===== src/hdl/swss_pkg.sv =====
// Shared constants, types and codes for the sensor window statistics block.
// No dependencies; every other file imports this package.
package swss_pkg;

   localparam int MAX_COUNT    = 128;
   localparam int SAMPLE_WIDTH = 12;
   localparam int LIMIT_W      = 12;
   localparam int SUM_W        = 20;
   localparam int AVG_W        = 20;
   localparam int FRAC_BITS    = 8;
   localparam int DIVD_W       = SUM_W + FRAC_BITS;
   localparam int CNT_W        = $clog2(MAX_COUNT + 1);
   localparam int OUT_CNT_W    = 8;
   localparam int SPIKE_W      = 12;
   localparam int STATUS_W     = 2;
   localparam int CSR_IDX_W    = 1;
   localparam int CSR_DATA_W   = 12;
   localparam int QUEUE_DEPTH  = 2;
   localparam int QPTR_W       = $clog2(QUEUE_DEPTH);
   localparam int QCNT_W       = $clog2(QUEUE_DEPTH + 1);
   localparam int ITER_W       = $clog2(DIVD_W);

   localparam logic [LIMIT_W-1:0] STABLE_LIMIT_RESET   = 12'd3;
   localparam logic [LIMIT_W-1:0] CRITICAL_LIMIT_RESET = 12'd7;

   localparam logic [CSR_IDX_W-1:0] REG_STABLE_LIMIT   = 1'd0;
   localparam logic [CSR_IDX_W-1:0] REG_CRITICAL_LIMIT = 1'd1;

   localparam logic [STATUS_W-1:0] STATUS_STABLE   = 2'd0;
   localparam logic [STATUS_W-1:0] STATUS_WARNING  = 2'd1;
   localparam logic [STATUS_W-1:0] STATUS_CRITICAL = 2'd2;

   // finished window, handed from front to back
   typedef struct packed {
      logic signed [SAMPLE_WIDTH-1:0] max_reading;
      logic signed [SAMPLE_WIDTH-1:0] min_reading;
      logic signed [SUM_W-1:0]        sum;
      logic [SPIKE_W-1:0]             spike;
      logic [CNT_W-1:0]               count;
      logic                           overflow;
   } swss_rec_type;

   typedef enum logic [2:0] {
      B_IDLE = 3'b001,
      B_DIV  = 3'b010,
      B_DONE = 3'b100
   } swss_back_state_type;

endpackage


===== src/hdl/swss_req_if.sv =====
// Sample channel: valid/ready handshake with one sensor word.
// Depends on swss_pkg.
interface swss_req_if;
   import swss_pkg::*;
   logic                           valid;
   logic                           ready;
   logic signed [SAMPLE_WIDTH-1:0] sample;
   logic                           last_sample;
   modport source(output valid, sample, last_sample, input ready);
   modport sink(input valid, sample, last_sample, output ready);
endinterface


===== src/hdl/swss_rsp_if.sv =====
// Report channel: valid/ready handshake with one window report word.
// Depends on swss_pkg.
interface swss_rsp_if;
   import swss_pkg::*;
   logic                           valid;
   logic                           ready;
   logic signed [SAMPLE_WIDTH-1:0] max_reading;
   logic signed [SAMPLE_WIDTH-1:0] min_reading;
   logic signed [AVG_W-1:0]        average_q8;
   logic [SPIKE_W-1:0]             peak_spike;
   logic [STATUS_W-1:0]            status;
   logic [OUT_CNT_W-1:0]           sample_count;
   logic                           count_overflow;
   modport source(output valid, max_reading, min_reading, average_q8, peak_spike,
                  status, sample_count, count_overflow, input ready);
   modport sink(input valid, max_reading, min_reading, average_q8, peak_spike,
                status, sample_count, count_overflow, output ready);
endinterface


===== src/hdl/swss_front.sv =====
// Front end: unless the queue is full, takes one sample a cycle and keeps the
// window's running stats; the last sample pushes a record. Depends on swss_pkg.
module swss_front (
   input  logic                                     clock,
   input  logic                                     reset,
   input  logic                                     in_valid,
   output logic                                     in_ready,
   input  logic signed [swss_pkg::SAMPLE_WIDTH-1:0] in_sample,
   input  logic                                     in_last,
   input  logic                                     q_full,
   output logic                                     q_push,
   output swss_pkg::swss_rec_type                   q_rec
);
   import swss_pkg::*;

   logic signed [SAMPLE_WIDTH-1:0] max_ff, max_in, min_ff, min_in, prev_ff;
   logic signed [SUM_W-1:0]        sum_ff, sum_in;
   logic [SPIKE_W-1:0]             spike_ff, spike_in;
   logic [CNT_W-1:0]               count_ff, count_in;
   logic                           ovf_ff, ovf_in;

   logic                           accept, first, saturated;
   logic signed [SAMPLE_WIDTH:0]   diff;
   logic [SAMPLE_WIDTH:0]          mag;
   logic [SPIKE_W-1:0]             mag_clip;
   logic signed [SUM_W:0]          sum_wide;

   assign in_ready  = !q_full;
   assign accept    = in_valid && in_ready;
   assign first     = (count_ff == '0);
   assign saturated = (count_ff >= CNT_W'(MAX_COUNT));

   always_comb begin
      diff     = {in_sample[SAMPLE_WIDTH-1], in_sample} - {prev_ff[SAMPLE_WIDTH-1], prev_ff};
      mag      = diff[SAMPLE_WIDTH] ? (SAMPLE_WIDTH+1)'(0) - diff : diff;
      mag_clip = mag[SAMPLE_WIDTH] ? '1 : mag[SPIKE_W-1:0];
      sum_wide = {sum_ff[SUM_W-1], sum_ff}
               + {{(SUM_W + 1 - SAMPLE_WIDTH){in_sample[SAMPLE_WIDTH-1]}}, in_sample};

      if (first) begin
         max_in   = in_sample;
         min_in   = in_sample;
         spike_in = spike_ff;
      end else begin
         max_in   = (in_sample > max_ff) ? in_sample : max_ff;
         min_in   = (in_sample < min_ff) ? in_sample : min_ff;
         spike_in = (mag_clip > spike_ff) ? mag_clip : spike_ff;
      end

      if (saturated) begin
         sum_in   = sum_ff;
         count_in = count_ff;
         ovf_in   = 1'b1;
      end else begin
         // clamp to the signed sum range
         if (sum_wide[SUM_W] != sum_wide[SUM_W-1])
            sum_in = sum_wide[SUM_W] ? {1'b1, {(SUM_W-1){1'b0}}} : {1'b0, {(SUM_W-1){1'b1}}};
         else
            sum_in = sum_wide[SUM_W-1:0];
         count_in = count_ff + 1'b1;
         ovf_in   = ovf_ff;
      end

      q_rec.max_reading = max_in;
      q_rec.min_reading = min_in;
      q_rec.sum         = sum_in;
      q_rec.spike       = spike_in;
      q_rec.count       = count_in;
      q_rec.overflow    = ovf_in;
   end

   assign q_push = accept && in_last;

   always_ff @(posedge clock) begin
      if (reset) begin
         max_ff   <= '0;
         min_ff   <= '0;
         sum_ff   <= '0;
         prev_ff  <= '0;
         spike_ff <= '0;
         count_ff <= '0;
         ovf_ff   <= 1'b0;
      end else if (accept) begin
         if (in_last) begin
            max_ff   <= '0;
            min_ff   <= '0;
            sum_ff   <= '0;
            prev_ff  <= '0;
            spike_ff <= '0;
            count_ff <= '0;
            ovf_ff   <= 1'b0;
         end else begin
            max_ff   <= max_in;
            min_ff   <= min_in;
            sum_ff   <= sum_in;
            prev_ff  <= in_sample;
            spike_ff <= spike_in;
            count_ff <= count_in;
            ovf_ff   <= ovf_in;
         end
      end
   end

endmodule


===== src/hdl/swss_queue.sv =====
// Short register queue of finished window records between front and back.
// Depends on swss_pkg.
module swss_queue (
   input  logic                   clock,
   input  logic                   reset,
   input  logic                   push,
   input  swss_pkg::swss_rec_type push_rec,
   output logic                   full,
   input  logic                   pop,
   output logic                   not_empty,
   output swss_pkg::swss_rec_type pop_rec
);
   import swss_pkg::*;

   swss_rec_type       entry_ff [QUEUE_DEPTH];
   logic [QPTR_W-1:0]  wr_ptr_ff, wr_ptr_in, rd_ptr_ff, rd_ptr_in;
   logic [QCNT_W-1:0]  fill_ff, fill_in;
   logic               do_push, do_pop;

   assign full      = (fill_ff == QCNT_W'(QUEUE_DEPTH));
   assign not_empty = (fill_ff != '0);
   assign do_push   = push && !full;
   assign do_pop    = pop && not_empty;
   assign pop_rec   = entry_ff[rd_ptr_ff];

   always_comb begin
      wr_ptr_in = wr_ptr_ff;
      rd_ptr_in = rd_ptr_ff;
      fill_in   = fill_ff;
      if (do_push)
         wr_ptr_in = (wr_ptr_ff == QPTR_W'(QUEUE_DEPTH - 1)) ? '0 : wr_ptr_ff + 1'b1;
      if (do_pop)
         rd_ptr_in = (rd_ptr_ff == QPTR_W'(QUEUE_DEPTH - 1)) ? '0 : rd_ptr_ff + 1'b1;
      if (do_push && !do_pop)
         fill_in = fill_ff + 1'b1;
      else if (do_pop && !do_push)
         fill_in = fill_ff - 1'b1;
   end

   always_ff @(posedge clock) begin
      if (reset) begin
         wr_ptr_ff <= '0;
         rd_ptr_ff <= '0;
         fill_ff   <= '0;
      end else begin
         wr_ptr_ff <= wr_ptr_in;
         rd_ptr_ff <= rd_ptr_in;
         fill_ff   <= fill_in;
      end
   end

   always_ff @(posedge clock) begin
      if (do_push)
         entry_ff[wr_ptr_ff] <= push_rec;
   end

endmodule


===== src/hdl/swss_back.sv =====
// Back end: pops a window record, divides sum*256 by the count one quotient
// bit a cycle, grades the spike and holds the report. Depends on swss_pkg.
module swss_back (
   input  logic                                     clock,
   input  logic                                     reset,
   input  logic                                     csr_write_en,
   input  logic [swss_pkg::CSR_IDX_W-1:0]           csr_index,
   input  logic [swss_pkg::CSR_DATA_W-1:0]          csr_wdata,
   input  logic                                     q_not_empty,
   input  swss_pkg::swss_rec_type                   q_rec,
   output logic                                     q_pop,
   output logic                                     out_valid,
   input  logic                                     out_ready,
   output logic signed [swss_pkg::SAMPLE_WIDTH-1:0] out_max,
   output logic signed [swss_pkg::SAMPLE_WIDTH-1:0] out_min,
   output logic signed [swss_pkg::AVG_W-1:0]        out_avg,
   output logic [swss_pkg::SPIKE_W-1:0]             out_spike,
   output logic [swss_pkg::STATUS_W-1:0]            out_status,
   output logic [swss_pkg::OUT_CNT_W-1:0]           out_count,
   output logic                                     out_overflow
);
   import swss_pkg::*;

   swss_back_state_type state_ff, state_in;
   logic [LIMIT_W-1:0]  stable_ff, critical_ff;
   swss_rec_type        rec_ff;
   logic                neg_ff;
   logic [DIVD_W-1:0]   quo_ff, quo_in;
   logic [CNT_W-1:0]    rem_ff, rem_in;
   logic [ITER_W-1:0]   iter_ff;
   logic                out_valid_ff, load_out;

   logic [SUM_W-1:0]    sum_mag;
   logic [CNT_W:0]      trial, trial_diff;
   logic [DIVD_W-1:0]   signed_quo;
   logic [CNT_W+OUT_CNT_W-1:0] count_wide;
   logic [STATUS_W-1:0] status_grade;

   // config registers
   always_ff @(posedge clock) begin
      if (reset) begin
         stable_ff   <= STABLE_LIMIT_RESET;
         critical_ff <= CRITICAL_LIMIT_RESET;
      end else if (csr_write_en) begin
         unique case (csr_index)
            REG_STABLE_LIMIT:   stable_ff   <= csr_wdata[LIMIT_W-1:0];
            REG_CRITICAL_LIMIT: critical_ff <= csr_wdata[LIMIT_W-1:0];
            default: ;
         endcase
      end
   end

   // restoring division step on the magnitude
   always_comb begin
      trial      = {rem_ff, quo_ff[DIVD_W-1]};
      trial_diff = trial - {1'b0, rec_ff.count};
      if (!trial_diff[CNT_W]) begin
         rem_in = trial_diff[CNT_W-1:0];
         quo_in = {quo_ff[DIVD_W-2:0], 1'b1};
      end else begin
         rem_in = trial[CNT_W-1:0];
         quo_in = {quo_ff[DIVD_W-2:0], 1'b0};
      end
   end

   assign sum_mag    = q_rec.sum[SUM_W-1] ? SUM_W'(0) - q_rec.sum : q_rec.sum;
   assign signed_quo = neg_ff ? DIVD_W'(0) - quo_ff : quo_ff;
   assign count_wide = {{OUT_CNT_W{1'b0}}, rec_ff.count};

   always_comb begin
      priority if (rec_ff.spike >= critical_ff) status_grade = STATUS_CRITICAL;
      else if (rec_ff.spike > stable_ff)       status_grade = STATUS_WARNING;
      else                                      status_grade = STATUS_STABLE;
   end

   assign load_out = (state_ff == B_DONE) && (!out_valid_ff || out_ready);
   assign q_pop    = (state_ff == B_IDLE) && q_not_empty;

   always_comb begin
      state_in = state_ff;
      unique case (state_ff)
         B_IDLE: if (q_not_empty) state_in = B_DIV;
         B_DIV:  if (iter_ff == '0) state_in = B_DONE;
         B_DONE: if (load_out) state_in = B_IDLE;
         default: state_in = B_IDLE;
      endcase
   end

   always_ff @(posedge clock) begin
      if (reset) begin
         state_ff     <= B_IDLE;
         out_valid_ff <= 1'b0;
      end else begin
         state_ff <= state_in;
         if (load_out)
            out_valid_ff <= 1'b1;
         else if (out_ready)
            out_valid_ff <= 1'b0;
      end
   end

   always_ff @(posedge clock) begin
      if (q_pop) begin
         rec_ff  <= q_rec;
         neg_ff  <= q_rec.sum[SUM_W-1];
         quo_ff  <= {sum_mag, {FRAC_BITS{1'b0}}};
         rem_ff  <= '0;
         iter_ff <= ITER_W'(DIVD_W - 1);
      end else if (state_ff == B_DIV) begin
         quo_ff  <= quo_in;
         rem_ff  <= rem_in;
         iter_ff <= iter_ff - 1'b1;
      end
      if (load_out) begin
         out_max      <= rec_ff.max_reading;
         out_min      <= rec_ff.min_reading;
         out_avg      <= signed_quo[AVG_W-1:0];
         out_spike    <= rec_ff.spike;
         out_status   <= status_grade;
         out_count    <= count_wide[OUT_CNT_W-1:0];
         out_overflow <= rec_ff.overflow;
      end
   end

   assign out_valid = out_valid_ff;

endmodule


===== src/hdl/sensor_window_stability_stats_unit.sv =====
// Sensor window statistics: top level joining front end, queue and back end.
// Depends on swss_pkg, swss_req_if, swss_rsp_if, swss_front, swss_queue, swss_back.
//
// req_chan carries one signed sample word per handshake, with last_sample set on
// the final word of a window. rsp_chan returns one report word per window: max,
// min, average (Q8, truncated toward zero), largest spike, status, count and
// overflow flag. Limits are written through csr_write_en/csr_index/csr_wdata
// while the block is idle: index 0 stable limit, index 1 critical limit.
// Throughput: one sample word per cycle while the queue is not full. After its
// last word is taken, a window's record is popped from the queue, run through
// the bit-serial divider and loaded into the output register that drives
// rsp_chan; the divider serves one report at a time, so back-to-back short
// windows fill the two-entry queue and drop req_chan.ready.
// The report register holds while rsp_chan.ready is low; the divider can
// finish the next window underneath it, then stalls, and the front keeps
// taking samples until the queue fills.
// Reset (synchronous, active high) clears the window, the queue and the report
// valid flag and returns the limits to 3 and 7.
module sensor_window_stability_stats_unit (
   input  logic                            clock,
   input  logic                            reset,
   swss_req_if.sink                        req_chan,
   swss_rsp_if.source                      rsp_chan,
   input  logic                            csr_write_en,
   input  logic [swss_pkg::CSR_IDX_W-1:0]  csr_index,
   input  logic [swss_pkg::CSR_DATA_W-1:0] csr_wdata
);
   import swss_pkg::*;

   logic         q_full, q_push, q_pop, q_not_empty;
   swss_rec_type push_rec, pop_rec;

   swss_front u_front (
      .clock     (clock),
      .reset     (reset),
      .in_valid  (req_chan.valid),
      .in_ready  (req_chan.ready),
      .in_sample (req_chan.sample),
      .in_last   (req_chan.last_sample),
      .q_full    (q_full),
      .q_push    (q_push),
      .q_rec     (push_rec)
   );

   swss_queue u_queue (
      .clock     (clock),
      .reset     (reset),
      .push      (q_push),
      .push_rec  (push_rec),
      .full      (q_full),
      .pop       (q_pop),
      .not_empty (q_not_empty),
      .pop_rec   (pop_rec)
   );

   swss_back u_back (
      .clock        (clock),
      .reset        (reset),
      .csr_write_en (csr_write_en),
      .csr_index    (csr_index),
      .csr_wdata    (csr_wdata),
      .q_not_empty  (q_not_empty),
      .q_rec        (pop_rec),
      .q_pop        (q_pop),
      .out_valid    (rsp_chan.valid),
      .out_ready    (rsp_chan.ready),
      .out_max      (rsp_chan.max_reading),
      .out_min      (rsp_chan.min_reading),
      .out_avg      (rsp_chan.average_q8),
      .out_spike    (rsp_chan.peak_spike),
      .out_status   (rsp_chan.status),
      .out_count    (rsp_chan.sample_count),
      .out_overflow (rsp_chan.count_overflow)
   );

endmodule


===== src/flat_wrapper.sv =====
// flat-port wrapper written by rule: the top's interface ports become plain ports
module sensor_window_stability_stats_unit_flat import swss_pkg::*;
  (clock, reset, csr_write_en, csr_index, csr_wdata, req_chan_valid, req_chan_sample, req_chan_last_sample, req_chan_ready, rsp_chan_valid, rsp_chan_max_reading, rsp_chan_min_reading, rsp_chan_average_q8, rsp_chan_peak_spike, rsp_chan_status, rsp_chan_sample_count, rsp_chan_count_overflow, rsp_chan_ready);
  swss_req_if req_chan_i ();
  swss_rsp_if rsp_chan_i ();
  input  logic clock;
  input  logic reset;
  input  logic csr_write_en;
  input  logic [swss_pkg::CSR_IDX_W-1:0] csr_index;
  input  logic [swss_pkg::CSR_DATA_W-1:0] csr_wdata;
  input wire logic [$bits(req_chan_i.valid)-1:0] req_chan_valid;
  input wire logic [$bits(req_chan_i.sample)-1:0] req_chan_sample;
  input wire logic [$bits(req_chan_i.last_sample)-1:0] req_chan_last_sample;
  output wire logic [$bits(req_chan_i.ready)-1:0] req_chan_ready;
  output wire logic [$bits(rsp_chan_i.valid)-1:0] rsp_chan_valid;
  output wire logic [$bits(rsp_chan_i.max_reading)-1:0] rsp_chan_max_reading;
  output wire logic [$bits(rsp_chan_i.min_reading)-1:0] rsp_chan_min_reading;
  output wire logic [$bits(rsp_chan_i.average_q8)-1:0] rsp_chan_average_q8;
  output wire logic [$bits(rsp_chan_i.peak_spike)-1:0] rsp_chan_peak_spike;
  output wire logic [$bits(rsp_chan_i.status)-1:0] rsp_chan_status;
  output wire logic [$bits(rsp_chan_i.sample_count)-1:0] rsp_chan_sample_count;
  output wire logic [$bits(rsp_chan_i.count_overflow)-1:0] rsp_chan_count_overflow;
  input wire logic [$bits(rsp_chan_i.ready)-1:0] rsp_chan_ready;
  assign req_chan_i.valid = req_chan_valid;
  assign req_chan_i.sample = req_chan_sample;
  assign req_chan_i.last_sample = req_chan_last_sample;
  assign req_chan_ready = req_chan_i.ready;
  assign rsp_chan_valid = rsp_chan_i.valid;
  assign rsp_chan_max_reading = rsp_chan_i.max_reading;
  assign rsp_chan_min_reading = rsp_chan_i.min_reading;
  assign rsp_chan_average_q8 = rsp_chan_i.average_q8;
  assign rsp_chan_peak_spike = rsp_chan_i.peak_spike;
  assign rsp_chan_status = rsp_chan_i.status;
  assign rsp_chan_sample_count = rsp_chan_i.sample_count;
  assign rsp_chan_count_overflow = rsp_chan_i.count_overflow;
  assign rsp_chan_i.ready = rsp_chan_ready;
  sensor_window_stability_stats_unit u_core (.clock(clock), .reset(reset), .req_chan(req_chan_i), .rsp_chan(rsp_chan_i), .csr_write_en(csr_write_en), .csr_index(csr_index), .csr_wdata(csr_wdata));
endmodule

===== config.mk =====
export PLATFORM = sky130hd
export DESIGN_NAME = sensor_window_stability_stats_unit_flat
export DESIGN_NICKNAME = d
export VERILOG_FILES = /design/src/hdl/swss_pkg.sv /design/src/hdl/swss_req_if.sv /design/src/hdl/swss_rsp_if.sv /design/src/hdl/swss_front.sv /design/src/hdl/swss_queue.sv /design/src/hdl/swss_back.sv /design/src/hdl/sensor_window_stability_stats_unit.sv /design/src/flat_wrapper.sv
export SDC_FILE = /design/constraint.sdc
export NUM_CORES = 1
export LEC_CHECK = 0
export CAP_MARGIN = 20
export CELL_PAD_IN_SITES_DETAIL_PLACEMENT = 1
export CELL_PAD_IN_SITES_GLOBAL_PLACEMENT = 2
export CORE_ASPECT_RATIO = 1.2
export CORE_MARGIN = 1
export CORE_UTILIZATION = 39
export DETAILED_ROUTE_END_ITERATION = 8
export DONT_BUFFER_PORTS = 1
export PLACE_DENSITY_LB_ADDON = 0.2
export SLEW_MARGIN = 25
export SYNTH_ARGS = -nofsm -noshare
export SYNTH_HDL_FRONTEND = slang
export SYNTH_SLANG_ARGS = --single-unit
export TNS_END_PERCENT = 100

===== constraint.sdc =====
create_clock -name clock -period 6.02 [get_ports clock]
set_input_delay 1.505 -clock clock [delete_from_list [all_inputs] [get_ports clock]]
set_output_delay 1.505 -clock clock [all_outputs]
set_load 0.02 [all_outputs]

### After elaboration in Yosys (flattened, before gate mapping)

Memories as Yosys holds them, arrays and structs flattened. A register that Yosys moved wholly into a read port is not among the register bits.
Cells that the tools add are included.

| operators by class | value |
|---|---|
| add/sub/neg operators | 12 |
| magnitude comparators | 6 |
| eq/ne operators | 8 |
| multiplexer cells | 41 |
| bitwise operators | 1 |
| reductions and logical operators | 22 |

Operators with widths:

| operator | number |
|---|---|
| 12-bit 2-to-1 mux | 11 |
| 20-bit 2-to-1 mux | 6 |
| 28-bit 2-to-1 mux | 2 |
| 1-bit by 20-bit subtractor with 20-bit output, first input constant | 2 |
| 12-bit > comparator | 3 |
| 8-bit 2-to-1 mux | 3 |
| 20-bit by 12-bit adder with 21-bit output | 1 |
| 13-bit 2-to-1 mux | 1 |
| 1-bit by 13-bit subtractor with 13-bit output, first input constant | 1 |
| 12-bit by 12-bit subtractor with 13-bit output | 1 |
| 12-bit greater-or-equal comparator | 1 |
| 12-bit < comparator | 1 |
| 1-bit 2-to-1 mux | 12 |
| 3-bit 2-to-1 mux | 3 |
| 3-bit case mux with 3 select lines | 1 |
| 9-bit by 8-bit subtractor with 9-bit output | 1 |
| 8-bit by 1-bit adder with 8-bit output, second input constant | 1 |
| 8-bit greater-or-equal comparator, second input constant | 1 |
| 1-bit logical AND | 8 |
| 8-bit logical NOT | 1 |
| 2-bit nonzero test | 4 |
| 2-bit != test, second input constant | 3 |
| 5-bit logical NOT | 1 |
| 5-bit by 1-bit subtractor with 5-bit output, second input constant | 1 |
| other kinds (14) | 20 |

| storage, ports and cells | value |
|---|---|
| bits in registers | 263 |
| bits in writable memories | 130 |
| output and inout port bits | 69 |
| logic and storage cells | 122 |
| memories | 1 |

Memory list:

| memory | depth | bits a word | read ports | clocked after Yosys merged registers in | write ports | RTL line | source |
|---|---|---|---|---|---|---|---|
| u_core.u_queue.entry_ff | 2 | 65 | 1 | 1 | 1 | swss_queue.sv:15 | `swss_rec_type entry_ff [QUEUE_DEPTH];` |

### Longest topological paths before layout

| logic depth | value |
|---|---|
| depth in word-level cells | 9 |
| gate-level depth with buffers | 22 |
| depth with buffers taken out | 20 |

### By module

Synthesis repeated with hierarchy kept, for this count alone.

| second synthesis, totals | value |
|---|---|
| cells, all modules | 1726 |
| area, all modules | 19354.8 um2 |

Modules (own cells, without submodules):

| module | times used | cells an instance | area an instance (um2) | sequential area each (um2) |
|---|---|---|---|---|
| swss_back | 1 | 645 | 7821.3 | 4974.8 |
| swss_front | 1 | 854 | 6630.1 | 1541.5 |
| swss_queue | 1 | 227 | 4903.5 | 4003.8 |

### Least setup slack after synthesis

Ideal clock, no wire load.

| timing | value |
|---|---|
| path type | in2reg |
| start | input req_chan_sample[0] |
| end | memory u_core.u_queue.entry_ff[0][11] (netlist bit), data pin |
| arrival | 5.750 ns |
| data required time | 5.754 ns |
| slack | 0.004 ns |
| stages on the path | 20 |
| path buffers | 2 |
| cell sequence | inv_1 > ha_1 > fa_1 > nand2b_1 > a21oi_1 > xnor2_1 > nor4_1 > nand3_1 > or4_4 > buf_6 > nand2_2 > ha_1 > a21o_1 > a21o_1 > a21oi_1 > o21ai_0 > o221ai_1 > inv_1 > clkbuf_1 > mux2_1 |

RTL lines:

| item | RTL line | source |
|---|---|---|
| from (decl) | flat_wrapper.sv:12 | `input wire logic [$bits(req_chan_i.sample)-1:0] req_chan_sample;` |
| to (decl) | swss_queue.sv:15 |  |

==> metrics.csv <==
stage;metric;value;unit
synth;syn_avg_cell_area;11.25;um^2
place;io_buffer_count;0;
timing;fin_worst_skew;0.02506;ns
critical_path;r2r_slack;1.18;ns
power_and_ir_drop;p_comb_share;25.4;%
synth;synth_top_area_cell;edfxtp_1;
power_and_ir_drop;p_per_area;405.6;nW/um^2
clocking;cts_tree;built;
outcome;status;completed;
die;die_area;49710;um^2
clocking;cts_root_buf;clkbuf_16;
synth;ys_seq_area_share;55.26;%
detailed_routing;drt_iter0_drc;372;
die;chipWidth;203.7;um
timing;post-route-min-period;5.497;ns
critical_path;critPathSlowestCell;or4_4;
power_and_ir_drop;p_sw;2.698;mW
synth;synth_top_flop_cell;edfxtp_1;
die;row_count;88;
critical_path;r2r-start;u_core.u_front.prev_ff[0];
critical_path;worstSetupStartpoint;req_chan_sample[0];
timing;tightest_slew;1.025;ns
clocking;clkSinkCount;394;
finish;fin_util;44.29;%
clocking;cts_resized;0;
global_routing;grtUsageMet2;31.74;%
synth;synth_area;19040;um^2
finish;final_cell_mix;edfxtp_1, nand2_1, o21ai_0;
clocking;hold_buffers;0;
critical_path;cp.arrival;5.82;ns
timing;fmax;0.1819;GHz
timing;slew_headroom;31.20;%
clocking;post_cts_buffers;0;
critical_path;path_max_fanout;13;
critical_path;crit_chain;inv_1, ha_1, fa_1, nand2b_1, a21oi_1, xnor2_1, nor4_1, nand3_1, or4_4, buf_4, nand2_2, ha_1, a21o_1, a21o_1, a21oi_1, o21ai_0, o221ai_1, inv_1, mux2_2;
timing;whs;0.4201;ns
critical_path;crit_end;u_core.u_queue.entry_ff[0][17];
clocking;cts_buffers;44;
synth;synth_edf_count;263;
timing;hold_violations;0;
power_and_ir_drop;p_leak;7.696;nW
finish;num-nets-final;1846;
power_and_ir_drop;intPower;5.946;mW
critical_path;required;6.34;ns
detailed_routing;ant_nets;0;
die;io_pins;100;
detailed_routing;wl;45530;um
power_and_ir_drop;p_sw_share;31.21;%
die;die_h;244.0;um
timing;finalCritPeriodShare;91.32;%
power_and_ir_drop;clkPwrFrac;30.8;%
timing;rsz0062_at_grt;no;
critical_path;end_kind;register;
worst_hold_path;hp-class;reg -> reg;
power_and_ir_drop;seq_power_share;43.9;%
finish;syn_to_final_growth;11.94;%
critical_path;startpoint_type;input port;
synth;async_flop_share;0;%
global_routing;grt_pass1_vias;13311;
clocking;clkLatencyLatePin;0.59;ns
critical_path;reg2reg_to;u_core.u_queue.entry_ff[0][17];
finish;final_layout_size_suffix_gt1_share;11.37;%
timing;tns;0;ns
detailed_routing;firstDrtPassIters;4;
detailed_routing;route.detailed.drc;0;
global_routing;met3_usage;3.478;%
global_routing;grt_overflow;0;
global_routing;grt.busiest_layer;met2;
synth;synth_cells;1692;
synth;synth_cell_types;73;
place;place.gp.congestion;0.8083;
global_routing;grt_usage;18.44;%
job;maxCapViolations;0;
place;dp_hpwl;32320;um
timing;finalSetupViolCount;0;
power_and_ir_drop;ir_drop;0.0003236;V
critical_path;r2r_cells;18;
global_routing;grt_max_degree;66;
critical_path;critical_path_buf_inv_count;3;
die;start_util;39.57;%
power_and_ir_drop;power;8.644;mW
finish;diodes;0;
place;dpl_cell_area;19860;um^2
clocking;ctsHtreeMaxLevel;2;
synth;ys_ff_latch;394;
global_routing;grt_pass1_wl;72190;um
critical_path;critical_path_depth;19;
synth;synth_area_leaders;edfxtp_1, dfxtp_1, ha_1;
synth;synth_top_area_share;41.48;%
timing;slew_violations;0;
global_routing;antenna_found_initial;0;
synth;yosysWarningCount;0;
detailed_routing;viasPerCell;5.364;
finish;final_common_cell;edfxtp_1;
die;coreArea;48120;um^2
detailed_routing;via_count;12719;
critical_path;critPathMaxStageDelay;0.64;ns
detailed_routing;avgRoutedWirePerCell;19.20;um
critical_path;worstSetupPathType;in -> reg;
clocking;path_clk_slew;0.05;ns
critical_path;cp_top_family;simple AND/OR/NAND/NOR gates;
global_routing;gr-usage-met1;22.56;%
clocking;clk_path_buf_depth;3;
synth;synth_nets;1832;
finish;fin_area;21310;um^2
[per-stage QoR]
| stage | worst slack, ns | cells |
|---|---|---|
| 2_1_floorplan | 0.003866 | 1692 |
| 3_3_place_gp | -0.01702 | 2289 |
| 3_5_place_dp | -0.08670 | 2289 |
| 4_1_cts | 0.5074 | 2370 |
| 5_1_grt | 0.1721 | 2371 |
| 6_report | 0.5228 | 2371 |
[Yosys cell counts (all sizes together) (29+ instances only)]
| cell | number |
|---|---|
| xnor2 | 55 |
| inv | 108 |
| edfxtp | 263 |
| nor3 | 29 |
| nor2 | 74 |
| mux2i | 30 |
| dfxtp | 131 |
| clkbuf | 54 |
| a21oi | 90 |
| nand2 | 194 |
| ha | 106 |
| o21ai | 139 |
| mux2 | 71 |
[sequential cells by signal, indices dropped and copies added (netlist names), 3 cells and up, named ones only]
register,count
u_core.u_front.prev_ff,12
u_core.u_back.out_avg,20
u_core.u_front.spike_ff,12
u_core.u_back.out_spike,12
u_core.u_queue.entry_ff,130
u_core.u_back.count_wide,8
u_core.u_front.sum_ff,20
u_core.u_back.critical_ff,12
u_core.u_back.out_min,12
u_core.u_back.iter_ff,5
u_core.u_front.max_ff,12
u_core.u_back.out_max,12
u_core.u_back.stable_ff,12
u_core.u_back.rec_ff,37
u_core.u_back.out_count,8
u_core.u_back.state_ff,3
u_core.u_front.count_ff,8
u_core.u_back.rem_ff,8
u_core.u_front.min_ff,12
u_core.u_back.quo_ff,28
[logic make-up (layout without fill, tap and decap cells)]
kind of cell	count (synthesis)	count (layout)	synth area share [%]
flops	394	394	55.26
mux	101	101	5.777
fa+ha+maj	124	124	8.070
xor+xnor	79	79	3.634
buf+inv	173	222	3.463
compound gates	395	395	13.37
simple gates	426	426	10.42
[worst min-delay path by stage]
stage,slack [ns],depth (start not counted),from,endpoint
3_3_place_gp,0.41,0,u_core.u_back.rec_ff[41],u_core.u_back.out_min[0]
2_1_floorplan,0.40,0,u_core.u_back.rec_ff[53],u_core.u_back.out_max[0]
5_1_grt,0.43,0,u_core.u_back.rec_ff[43],u_core.u_back.out_min[2]
4_1_cts,0.42,0,u_core.u_back.rec_ff[61],u_core.u_back.out_max[8]
6_report,0.42,0,u_core.u_back.rec_ff[43],u_core.u_back.out_min[2]
3_5_place_dp,0.41,0,u_core.u_back.rec_ff[44],u_core.u_back.out_min[3]
[routing by layer]
metal / share of wire (%) / vias to the layer above / wire, um
met1: 44 / 6245 / 20230
met5: 0 / - / 0
met4: 3.1 / 0 / 1418
li1: - / 6219 / -
met2: 49 / 182 / 22110
met3: 3.9 / 73 / 1771
[power by group through the flow]
stage / combinational (mW) / clock, mW / sequential [mW]
floorplan: 1.69 / 0 / 3.69
global placement: 2.16 / 0 / 3.85
detailed placement: 2.22 / 0 / 3.86
CTS: 2.24 / 2.75 / 3.80
global route: 2.47 / 2.82 / 3.85
finish: 2.19 / 2.66 / 3.79
[cell type report]
| class | instances | area (um^2) |
|---|---|---|
| multi-input cells | 1125 | 7903 |
| clock inverters | 23 | 231.5 |
| well taps | 630 | 788.3 |
| repair buffers | 32 | 260.3 |
| flip-flops and latches | 394 | 10530 |
| inverters | 109 | 409.1 |
| clock buffers | 58 | 1195 |
| fillers | 5105 | 26800 |
(Power assumes the default switching activity.)
